==> config.mk <==
export PLATFORM = sky130hd
export DESIGN_NAME = lru_cache_with_expiry
export DESIGN_NICKNAME = d
export VERILOG_FILES = /design/src/hw/rtl/lce_pkg.sv /design/src/hw/rtl/lce_cell.sv /design/src/hw/rtl/lru_cache_with_expiry.sv
export SDC_FILE = /design/constraint.sdc
export NUM_CORES = 2
export LEC_CHECK = 0
export BUFFER_PORTS_ARGS = -buffer_cell sky130_fd_sc_hd__buf_2
export CORE_MARGIN = 1.5
export CORE_UTILIZATION = 25
export DETAILED_ROUTE_END_ITERATION = 12
export SYNTH_ARGS = -nofsm -noshare
export SYNTH_HDL_FRONTEND = slang
export SYNTH_HIERARCHICAL = 1
export SYNTH_SLANG_ARGS = --single-unit
==> constraint.sdc <==
create_clock -name i_clk -period 22.8 [get_ports i_clk]
set_clock_uncertainty 0.05 [all_clocks]
set_input_delay 6.84 -clock i_clk [delete_from_list [all_inputs] [get_ports i_clk]]
set_output_delay 6.84 -clock i_clk [all_outputs]
set_load 0.01 [all_outputs]
==> src/hw/rtl/lce_pkg.sv <==
// lce_pkg: shared types and constants for the lru cache with expiry
// used by lce_cell, lru_cache_with_expiry and lce_checker; depends on nothing
`default_nettype none

package lce_pkg;

    localparam int KEY_W      = 32;
    localparam int VAL_W      = 32;
    localparam int TIME_W     = 32;
    localparam int CAP_W      = 5;
    localparam int OCC_OUT_W  = 5;
    localparam int CFG_IDX_W  = 1;
    localparam int CFG_DATA_W = 32;

    localparam logic [CAP_W-1:0] CAP_RESET = 5'd16;

    typedef enum logic [1:0] {
        CMD_GET  = 2'd0,
        CMD_PUT  = 2'd1,
        CMD_TICK = 2'd2
    } t_cmd;

    typedef enum logic [2:0] {
        STS_HIT      = 3'd0,
        STS_MISS     = 3'd1,
        STS_EXPIRED  = 3'd2,
        STS_INSERTED = 3'd3,
        STS_UPDATED  = 3'd4,
        STS_EVICTED  = 3'd5,
        STS_TICK     = 3'd6
    } t_status;

    typedef enum logic [CFG_IDX_W-1:0] {
        CFG_CAPACITY = 1'd0,
        CFG_TTL      = 1'd1
    } t_cfg_idx;

    typedef enum logic [1:0] {
        ST_IDLE,
        ST_EXEC,
        ST_INSERT
    } t_state;

    typedef enum logic [1:0] {
        CELL_HOLD,
        CELL_MATCH,
        CELL_PUSH,
        CELL_PULL
    } t_cell_op;

    typedef struct packed {
        logic              valid;
        logic [KEY_W-1:0]  key;
        logic [VAL_W-1:0]  value;
        logic [TIME_W-1:0] expiry;
    } t_entry;

    typedef struct packed {
        t_cell_op         op;
        logic [KEY_W-1:0] key;
    } t_cell_ctl;

    typedef struct packed {
        logic [1:0]       command;
        logic [KEY_W-1:0] key;
        logic [VAL_W-1:0] value;
    } t_cmd_in;

    typedef struct packed {
        logic [2:0]           status;
        logic [VAL_W-1:0]     read_value;
        logic [KEY_W-1:0]     evicted_key;
        logic [OCC_OUT_W-1:0] occupancy;
    } t_result;

endpackage

`default_nettype wire

==> src/hw/rtl/lce_cell.sv <==
// lce_cell: one slot of the recency chain, holding one entry and its key match
// depends on lce_pkg; position in the chain is the recency rank (0 = most recent)
`default_nettype none

module lce_cell #(
    parameter int PW       = 4,
    parameter int CELL_IDX = 0
) (
    input  wire logic               i_clk,
    input  wire logic               i_rst_n,
    input  wire lce_pkg::t_cell_ctl i_ctl,
    input  wire logic [PW-1:0]      i_pos,
    input  wire lce_pkg::t_entry    i_left,
    input  wire lce_pkg::t_entry    i_right,
    output lce_pkg::t_entry         o_entry,
    output logic                    o_match
);

    localparam logic [PW-1:0] IDX = PW'(CELL_IDX);

    logic                           r_valid;
    logic                           r_match;
    logic [lce_pkg::KEY_W-1:0]      r_key;
    logic [lce_pkg::VAL_W-1:0]      r_value;
    logic [lce_pkg::TIME_W-1:0]     r_expiry;
    logic                           take_left;
    logic                           take_right;

    // push shifts the front part of the chain down, pull closes a gap
    assign take_left  = (i_ctl.op == lce_pkg::CELL_PUSH) && (IDX <= i_pos);
    assign take_right = (i_ctl.op == lce_pkg::CELL_PULL) && (IDX >= i_pos);

    always_ff @(posedge i_clk) begin
        if (!i_rst_n) begin
            r_valid <= 1'b0;
            r_match <= 1'b0;
        end else begin
            if (i_ctl.op == lce_pkg::CELL_MATCH) begin
                r_match <= r_valid && (r_key == i_ctl.key);
            end
            if (take_left) begin
                r_valid <= i_left.valid;
            end else if (take_right) begin
                r_valid <= i_right.valid;
            end
        end
    end

    always_ff @(posedge i_clk) begin
        if (take_left) begin
            r_key    <= i_left.key;
            r_value  <= i_left.value;
            r_expiry <= i_left.expiry;
        end else if (take_right) begin
            r_key    <= i_right.key;
            r_value  <= i_right.value;
            r_expiry <= i_right.expiry;
        end
    end

    assign o_entry.valid  = r_valid;
    assign o_entry.key    = r_key;
    assign o_entry.value  = r_value;
    assign o_entry.expiry = r_expiry;
    assign o_match        = r_match;

endmodule

`default_nettype wire

==> src/hw/rtl/lru_cache_with_expiry.sv <==
// lru_cache_with_expiry: a beat is accepted in idle and resolved in the exec state (a put whose key
// has expired also visits the insert state: remove pass, then insert pass); new beats are taken only in idle.
// accept registers the key match in every cell, the exec state decides and shifts the chain.
// o_done pulses one cycle; busy is low in that cycle so the next start is taken there.
// synchronous active-low reset empties the chain, clears time, ttl 0, capacity 16.
// depends on lce_pkg and lce_cell
`default_nettype none

module lru_cache_with_expiry #(
    parameter int MAX_ENTRIES = 16
) (
    input  wire logic                               i_clk,
    input  wire logic                               i_rst_n,
    input  wire logic                               start,
    output logic                                    busy,
    input  wire lce_pkg::t_cmd_in                   i_in,
    output logic                                    o_done,
    output lce_pkg::t_result                        o_out,
    input  wire logic                               i_cfg_we,
    input  wire logic [lce_pkg::CFG_IDX_W-1:0]      i_cfg_idx,
    input  wire logic [lce_pkg::CFG_DATA_W-1:0]     i_cfg_data
);

    localparam int PW    = $clog2(MAX_ENTRIES);
    localparam int OCC_W = $clog2(MAX_ENTRIES + 1);
    localparam int CW    = (OCC_W > lce_pkg::CAP_W) ? OCC_W : lce_pkg::CAP_W;
    localparam logic [CW-1:0] MAX_C = CW'(MAX_ENTRIES);

    lce_pkg::t_state                r_state, n_state;
    logic [lce_pkg::CAP_W-1:0]      r_cap;
    logic [lce_pkg::TIME_W-1:0]     r_ttl;
    logic [lce_pkg::TIME_W-1:0]     r_time, n_time;
    logic [OCC_W-1:0]               r_occ, n_occ;
    lce_pkg::t_cmd                  r_cmd;
    logic [lce_pkg::KEY_W-1:0]      r_key;
    logic [lce_pkg::VAL_W-1:0]      r_value;
    logic [lce_pkg::TIME_W-1:0]     r_new_exp;
    logic                           r_done, n_done;
    lce_pkg::t_result               r_result, n_result;

    lce_pkg::t_entry                cell_q     [MAX_ENTRIES];
    lce_pkg::t_entry                left_in    [MAX_ENTRIES];
    lce_pkg::t_entry                right_in   [MAX_ENTRIES];
    logic [MAX_ENTRIES-1:0]         match;
    lce_pkg::t_cell_ctl             cell_ctl;
    logic [PW-1:0]                  cell_pos;
    lce_pkg::t_entry                new_entry;

    logic                           accept;
    logic                           any_match;
    logic [PW-1:0]                  pos_m;
    lce_pkg::t_entry                hit_entry;
    logic                           expired;
    logic                           ttl_on;
    logic [lce_pkg::TIME_W:0]       exp_sum;
    logic [CW-1:0]                  cap_ext, cap_eff;
    logic                           evict;
    logic [PW-1:0]                  lru_idx;
    logic [PW-1:0]                  ins_pos;
    lce_pkg::t_entry                ins_entry;

    assign accept = start && !busy;
    assign busy   = (r_state != lce_pkg::ST_IDLE);
    assign ttl_on = (r_ttl != '0);

    // ---------------- cell chain ----------------
    genvar g;
    generate
        for (g = 0; g < MAX_ENTRIES; g++) begin : g_cell
            if (g == 0) begin : g_head
                assign left_in[g] = new_entry;
            end else begin : g_body
                assign left_in[g] = cell_q[g-1];
            end
            if (g == MAX_ENTRIES - 1) begin : g_tail
                assign right_in[g] = '0;
            end else begin : g_mid
                assign right_in[g] = cell_q[g+1];
            end
            lce_cell #(
                .PW       (PW),
                .CELL_IDX (g)
            ) u_cell (
                .i_clk   (i_clk),
                .i_rst_n (i_rst_n),
                .i_ctl   (cell_ctl),
                .i_pos   (cell_pos),
                .i_left  (left_in[g]),
                .i_right (right_in[g]),
                .o_entry (cell_q[g]),
                .o_match (match[g])
            );
        end
    endgenerate

    // keys are unique among valid cells, so at most one match bit is set
    always_comb begin
        pos_m     = '0;
        hit_entry = '0;
        for (int i = 0; i < MAX_ENTRIES; i++) begin
            if (match[i]) begin
                pos_m     = pos_m | PW'(i);
                hit_entry = hit_entry | cell_q[i];
            end
        end
    end

    assign any_match = |match;
    assign expired   = ttl_on && (hit_entry.expiry < r_time);

    // ---------------- insert decision ----------------
    assign cap_ext = CW'(r_cap);
    always_comb begin
        if (cap_ext == '0) begin
            cap_eff = CW'(1);
        end else if (cap_ext > MAX_C) begin
            cap_eff = MAX_C;
        end else begin
            cap_eff = cap_ext;
        end
    end

    assign evict   = (CW'(r_occ) >= cap_eff);
    assign lru_idx = PW'(r_occ - OCC_W'(1));
    assign ins_pos = evict ? lru_idx : PW'(r_occ);

    assign ins_entry.valid  = 1'b1;
    assign ins_entry.key    = r_key;
    assign ins_entry.value  = r_value;
    assign ins_entry.expiry = ttl_on ? r_new_exp : '0;

    assign exp_sum = {1'b0, r_time} + {1'b0, r_ttl};

    // ---------------- next state ----------------
    always_comb begin
        n_state = r_state;
        case (r_state)
            lce_pkg::ST_IDLE: begin
                if (start) begin
                    n_state = lce_pkg::ST_EXEC;
                end
            end
            lce_pkg::ST_EXEC: begin
                if (r_cmd == lce_pkg::CMD_PUT && any_match && expired) begin
                    n_state = lce_pkg::ST_INSERT;
                end else begin
                    n_state = lce_pkg::ST_IDLE;
                end
            end
            lce_pkg::ST_INSERT: begin
                n_state = lce_pkg::ST_IDLE;
            end
            default: begin
                n_state = lce_pkg::ST_IDLE;
            end
        endcase
    end

    // ---------------- actions and result ----------------
    always_comb begin
        cell_ctl.op          = lce_pkg::CELL_HOLD;
        cell_ctl.key         = i_in.key;
        cell_pos             = '0;
        new_entry            = hit_entry;
        n_done               = 1'b0;
        n_occ                = r_occ;
        n_time               = r_time;
        n_result.status      = lce_pkg::STS_MISS;
        n_result.read_value  = '0;
        n_result.evicted_key = '0;
        case (r_state)
            lce_pkg::ST_IDLE: begin
                if (start) begin
                    cell_ctl.op = lce_pkg::CELL_MATCH;
                end
            end
            lce_pkg::ST_EXEC: begin
                case (r_cmd)
                    lce_pkg::CMD_GET: begin
                        n_done = 1'b1;
                        if (any_match && expired) begin
                            cell_ctl.op     = lce_pkg::CELL_PULL;
                            cell_pos        = pos_m;
                            n_occ           = r_occ - OCC_W'(1);
                            n_result.status = lce_pkg::STS_EXPIRED;
                        end else if (any_match) begin
                            cell_ctl.op         = lce_pkg::CELL_PUSH;
                            cell_pos            = pos_m;
                            n_result.status     = lce_pkg::STS_HIT;
                            n_result.read_value = hit_entry.value;
                        end
                    end
                    lce_pkg::CMD_PUT: begin
                        if (any_match && !expired) begin
                            n_done           = 1'b1;
                            cell_ctl.op      = lce_pkg::CELL_PUSH;
                            cell_pos         = pos_m;
                            new_entry.value  = r_value;
                            new_entry.expiry = ttl_on ? r_new_exp : hit_entry.expiry;
                            n_result.status  = lce_pkg::STS_UPDATED;
                        end else if (any_match) begin
                            // stale key: drop it now, insert on the next cycle
                            cell_ctl.op = lce_pkg::CELL_PULL;
                            cell_pos    = pos_m;
                            n_occ       = r_occ - OCC_W'(1);
                        end else begin
                            n_done      = 1'b1;
                            cell_ctl.op = lce_pkg::CELL_PUSH;
                            cell_pos    = ins_pos;
                            new_entry   = ins_entry;
                            if (evict) begin
                                n_result.status      = lce_pkg::STS_EVICTED;
                                n_result.evicted_key = cell_q[lru_idx].key;
                            end else begin
                                n_result.status = lce_pkg::STS_INSERTED;
                                n_occ           = r_occ + OCC_W'(1);
                            end
                        end
                    end
                    lce_pkg::CMD_TICK: begin
                        n_done          = 1'b1;
                        n_result.status = lce_pkg::STS_TICK;
                        if (r_time != '1) begin
                            n_time = r_time + lce_pkg::TIME_W'(1);
                        end
                    end
                    default: begin
                        n_done = 1'b1;
                    end
                endcase
            end
            lce_pkg::ST_INSERT: begin
                n_done      = 1'b1;
                cell_ctl.op = lce_pkg::CELL_PUSH;
                cell_pos    = ins_pos;
                new_entry   = ins_entry;
                if (evict) begin
                    n_result.status      = lce_pkg::STS_EVICTED;
                    n_result.evicted_key = cell_q[lru_idx].key;
                end else begin
                    n_result.status = lce_pkg::STS_INSERTED;
                    n_occ           = r_occ + OCC_W'(1);
                end
            end
            default: begin
                n_done = 1'b0;
            end
        endcase
        n_result.occupancy = lce_pkg::OCC_OUT_W'(n_occ);
    end

    // ---------------- registers ----------------
    always_ff @(posedge i_clk) begin
        if (!i_rst_n) begin
            r_state <= lce_pkg::ST_IDLE;
            r_cap   <= lce_pkg::CAP_RESET;
            r_ttl   <= '0;
            r_time  <= '0;
            r_occ   <= '0;
            r_done  <= 1'b0;
        end else begin
            r_state <= n_state;
            r_time  <= n_time;
            r_occ   <= n_occ;
            r_done  <= n_done;
            if (i_cfg_we) begin
                case (lce_pkg::t_cfg_idx'(i_cfg_idx))
                    lce_pkg::CFG_CAPACITY: r_cap <= i_cfg_data[lce_pkg::CAP_W-1:0];
                    lce_pkg::CFG_TTL:      r_ttl <= i_cfg_data;
                    default: begin
                        r_cap <= r_cap;
                    end
                endcase
            end
        end
    end

    // input beat and expiry for a stored entry, captured at accept
    always_ff @(posedge i_clk) begin
        if (accept) begin
            r_cmd     <= lce_pkg::t_cmd'(i_in.command);
            r_key     <= i_in.key;
            r_value   <= i_in.value;
            r_new_exp <= exp_sum[lce_pkg::TIME_W] ? '1 : exp_sum[lce_pkg::TIME_W-1:0];
        end
    end

    always_ff @(posedge i_clk) begin
        if (n_done) begin
            r_result <= n_result;
        end
    end

    assign o_done = r_done;
    assign o_out  = r_result;

endmodule

`default_nettype wire

==> reports/results.txt <==
GP Congestion: 1.026
Final min period: 11.46 ns
Yosys warning count: 6
Total gr overflow: 0
Critical-path cell list: buf_2, and2_4, a21oi_1, nor2_4, buf_4, nand3_1, nand2b_4, buf_4, buf_4
Clock power share: 0.456
Hold Buf Count CTS: 0
Vias in the first global route: 70630
Crit-path leading delay family: buffers and inverters
Layout Area Growth over Synthesis: 13.86%
Nets: 7299
Instance count on the critical path: 9
Met3 Resource Use GR: 0.05002
Syn avg cell area: 14.09 um2
Num CTS Buffers: 209
Residual DRC: 0
Most numerous cell on the critical path: buf_4
Port Buffer Count: 176
Number of synthesized flops with an enable pin: 1706
H-tree depth: 4
CTS Sinks: 1815
Worst hold slack: 0.4344 ns
Gate power share: 0.045
Worst vdd ir: 68.18 uV
Sw frac: 0.2334
Clk root buf: clkbuf_16
Post-Syn Area: 98070 um2
Die area: 396000 um2
Core Box Area: 389700 um2
RR Startpoint: g_cell[1].u_cell/o_match
Top_reg_cell synth: edfxtp_1
CP Launch Type: input port
Hold worst-path end: r_ttl[21]
I/O pins: 177
Pin slew with the least headroom to its limit: 1.417 ns
First-pass GRT wire length: 585900 um
Reg2Reg Setup Slack: 13.03 ns
P_sw: 1.733 mW
P_leak: 36.24 nW
Die Wd: 629.3 um
Iter 0 DRT Violations: 10650
Initial antenna violation count: 39
Max_slew headroom: 0.04955
Post-DRT Antenna Nets: 0
Number of gates resized after cts: 0
Die height: 629.3 um
Proportion of layout cells with a drive suffix above 1: 0.3046
Post-DR wirelength/cell: 34.33 um
Final Setup Violations: 0
Hpwl dp: 263900 um
Max Slew Vio Count: 0
Worst Hold Launch: r_ttl[21]
Placed cell areas: 105100 um2
Post-route cell area: 111700 um2
CP Capture Type: flop
# fillers: 39350
WHS Path Cells: 2
Met1 Use GR: 0.2532
Final Util: 0.2866
DRT Pass-1 Iters: 8
Peak Freq: 87.26 MHz
Total power: 7.425 mW
Cells after DPL: 12110
Clk_lat worst skew: 0.92 ns
Min-delay worst type: flop to flop
CTS tree: built
PnR worst setup slack: 11.34 ns
Gate Count Post-Synth: 6962
FF+latch count, synth: 1815
Maxcap violations: 0
PwrDens: 66.49 nW/um2
CP Buf/Inv Count: 4
R2R depth: 19
Period Utilization, post-route: 0.5026
Int Power: 5.692 mW
Register area share after synthesis: 0.5446
CP peak stage delay: 0.86 ns
GR peak layer: met2
CTS Buffer Depth: 4
FFs w/ async S/R, synth: 0
Largest net degree at the start of global routing: 99
Crit-path slowest cell: buf_4
Status: finished clean
Post-Place Setup Slack: 10.60 ns
Vias after detailed routing: 71620
Post-Layout Cell Count: 12480
Reg power frac: 0.499
WP data required: 23.22 ns
Yosys cell types: 94
Final hold vios: 0
# rows: 229
Critical R2R Capture: g_cell[1].u_cell/r_value[23]
Drt via density: 5.737
Post-CTS Setup Inserts: 0
Worst EP arrival: 11.88 ns
Crit-path max FO: 57
Met2 Usage GRT: 0.3308
Final WL: 428600 um
Setup Crit Path Kind: input port to flop
Clock Pin Slew Worst Setup and Hold Paths: 0.06 ns
RSZ-0062 raised after global routing: false
Setup TNS: 0 ns
Starting Density: 0.2517
Total track usage: 0.2070
[cells by family (layout without fill, tap and decap cells)]
kind of cell             after synthesis  count (layout)  synth area share
flip-flops                          1815            1815            0.5446
multiplexers                        1716            1716            0.2163
AO/OA/AOI/OAI                       1233            1233           0.09806
AND/OR/NAND/NOR                     1001            1001           0.05293
XOR/XNOR                             562             562           0.05019
buffers and inverters                558             774           0.02811
adder cells (fa/ha/maj)               76              76          0.009773
other                                  1             110        0.00003824
[registers in the layout (all words and copies together) (netlist names)]
signal / count
g_cell.u_cell/o_match: 16
o_done: 1
r_time: 32
g_cell.u_cell/r_expiry: 512
r_cmd: 2
g_cell.u_cell/r_valid: 16
r_occ: 5
r_ttl: 32
r_key: 32
r_state: 2
g_cell.u_cell/r_value: 512
r_new_exp: 32
o_out: 72
r_value: 32
g_cell.u_cell/r_key: 512
cap_ext: 5
[per-layer routing]
layer	routed length (um)	vias to the layer above
li1	-	27980
met1	154300	36690
met2	195700	5526
met3	48510	1405
met4	30040	22
met5	132	-
[cell type report]
type                            count  area (um2)  area share
Timing Repair Buffer              314        2117     0.01896
Clock buffer                      243        5358     0.04798
Antenna cell                       13       32.53   0.0002913
Clock inverter                    122        1216     0.01089
Tap cell                         5197        6502     0.05823
Inverter                           95       361.6    0.003238
Sequential cell                  1815       53480      0.4789
Multi-Input combinational cell   4685       42600      0.3815
[cell usage in the layout (no fill, tap or decap), types with 37 or more instances in the layout]
cell	count
edfxtp_1	1706
mux2_2	1250
xnor2_1	402
a22oi_1	371
a22o_1	237
nand2_1	227
clkbuf_16	209
a221oi_1	202
nand4_1	188
nor2_1	178
buf_2	176
xor2_1	158
mux2_1	153
mux2_4	135
nand3_1	130
mux4_2	128
buf_4	122
a21oi_1	99
conb_1	97
dfxtp_1	92
inv_1	91
nor4_1	88
a211oi_1	78
ha_1	74
o21ai_0	55
mux2i_1	49
clkinv_1	45
nor2b_1	45
o2bb2ai_1	45
clkinv_2	37
[synth_stat cells (135+ instances only)]
master / instances / share of area
xnor2_1: 402 / 0.036
edfxtp_1: 1706 / 0.52
nand4_1: 188 / 0.012
mux2_2: 1250 / 0.14
nand2_1: 230 / 0.0088
a221oi_1: 202 / 0.018
a22oi_1: 371 / 0.028
nor2_1: 184 / 0.0070
mux2_1: 153 / 0.018
mux2_4: 135 / 0.021
xor2_1: 160 / 0.014
clkbuf_1: 179 / 0.0069
a22o_1: 237 / 0.021
[power by group through the flow]
| stage | Sequential, mW | Combinational (mW) | Clock [mW] |
|---|---|---|---|
| floorplan | 3.76 | 0.159 | 0 |
| global placement | 3.77 | 0.319 | 0 |
| detailed placement | 3.78 | 0.321 | 0 |
| CTS | 3.70 | 0.322 | 3.41 |
| global route | 3.71 | 0.337 | 3.53 |
| finish | 3.71 | 0.333 | 3.39 |
[worst max-delay path by stage]
stage	startpoint	endpoint	slack (ns)
detailed placement	start	g_cell[1].u_cell/r_value[24]	10.60
floorplan	start	g_cell[6].u_cell/r_expiry[0]	3.43
finish	start	g_cell[1].u_cell/r_value[23]	11.34
global route	start	g_cell[1].u_cell/r_value[24]	11.29
global placement	start	g_cell[14].u_cell/r_value[13]	10.67
CTS	start	g_cell[1].u_cell/r_value[24]	11.48
[worst reg2reg max path, delay by kind of cell (launching register included)]
kind	cells	cell delay, ns
fa+ha+maj	1	0.23
flops	1	0.90
compound gates	6	1.37
simple gates	6	2.49
buf+inv	6	4.30
No activity file was read; power rests on OpenSTA's default activity.
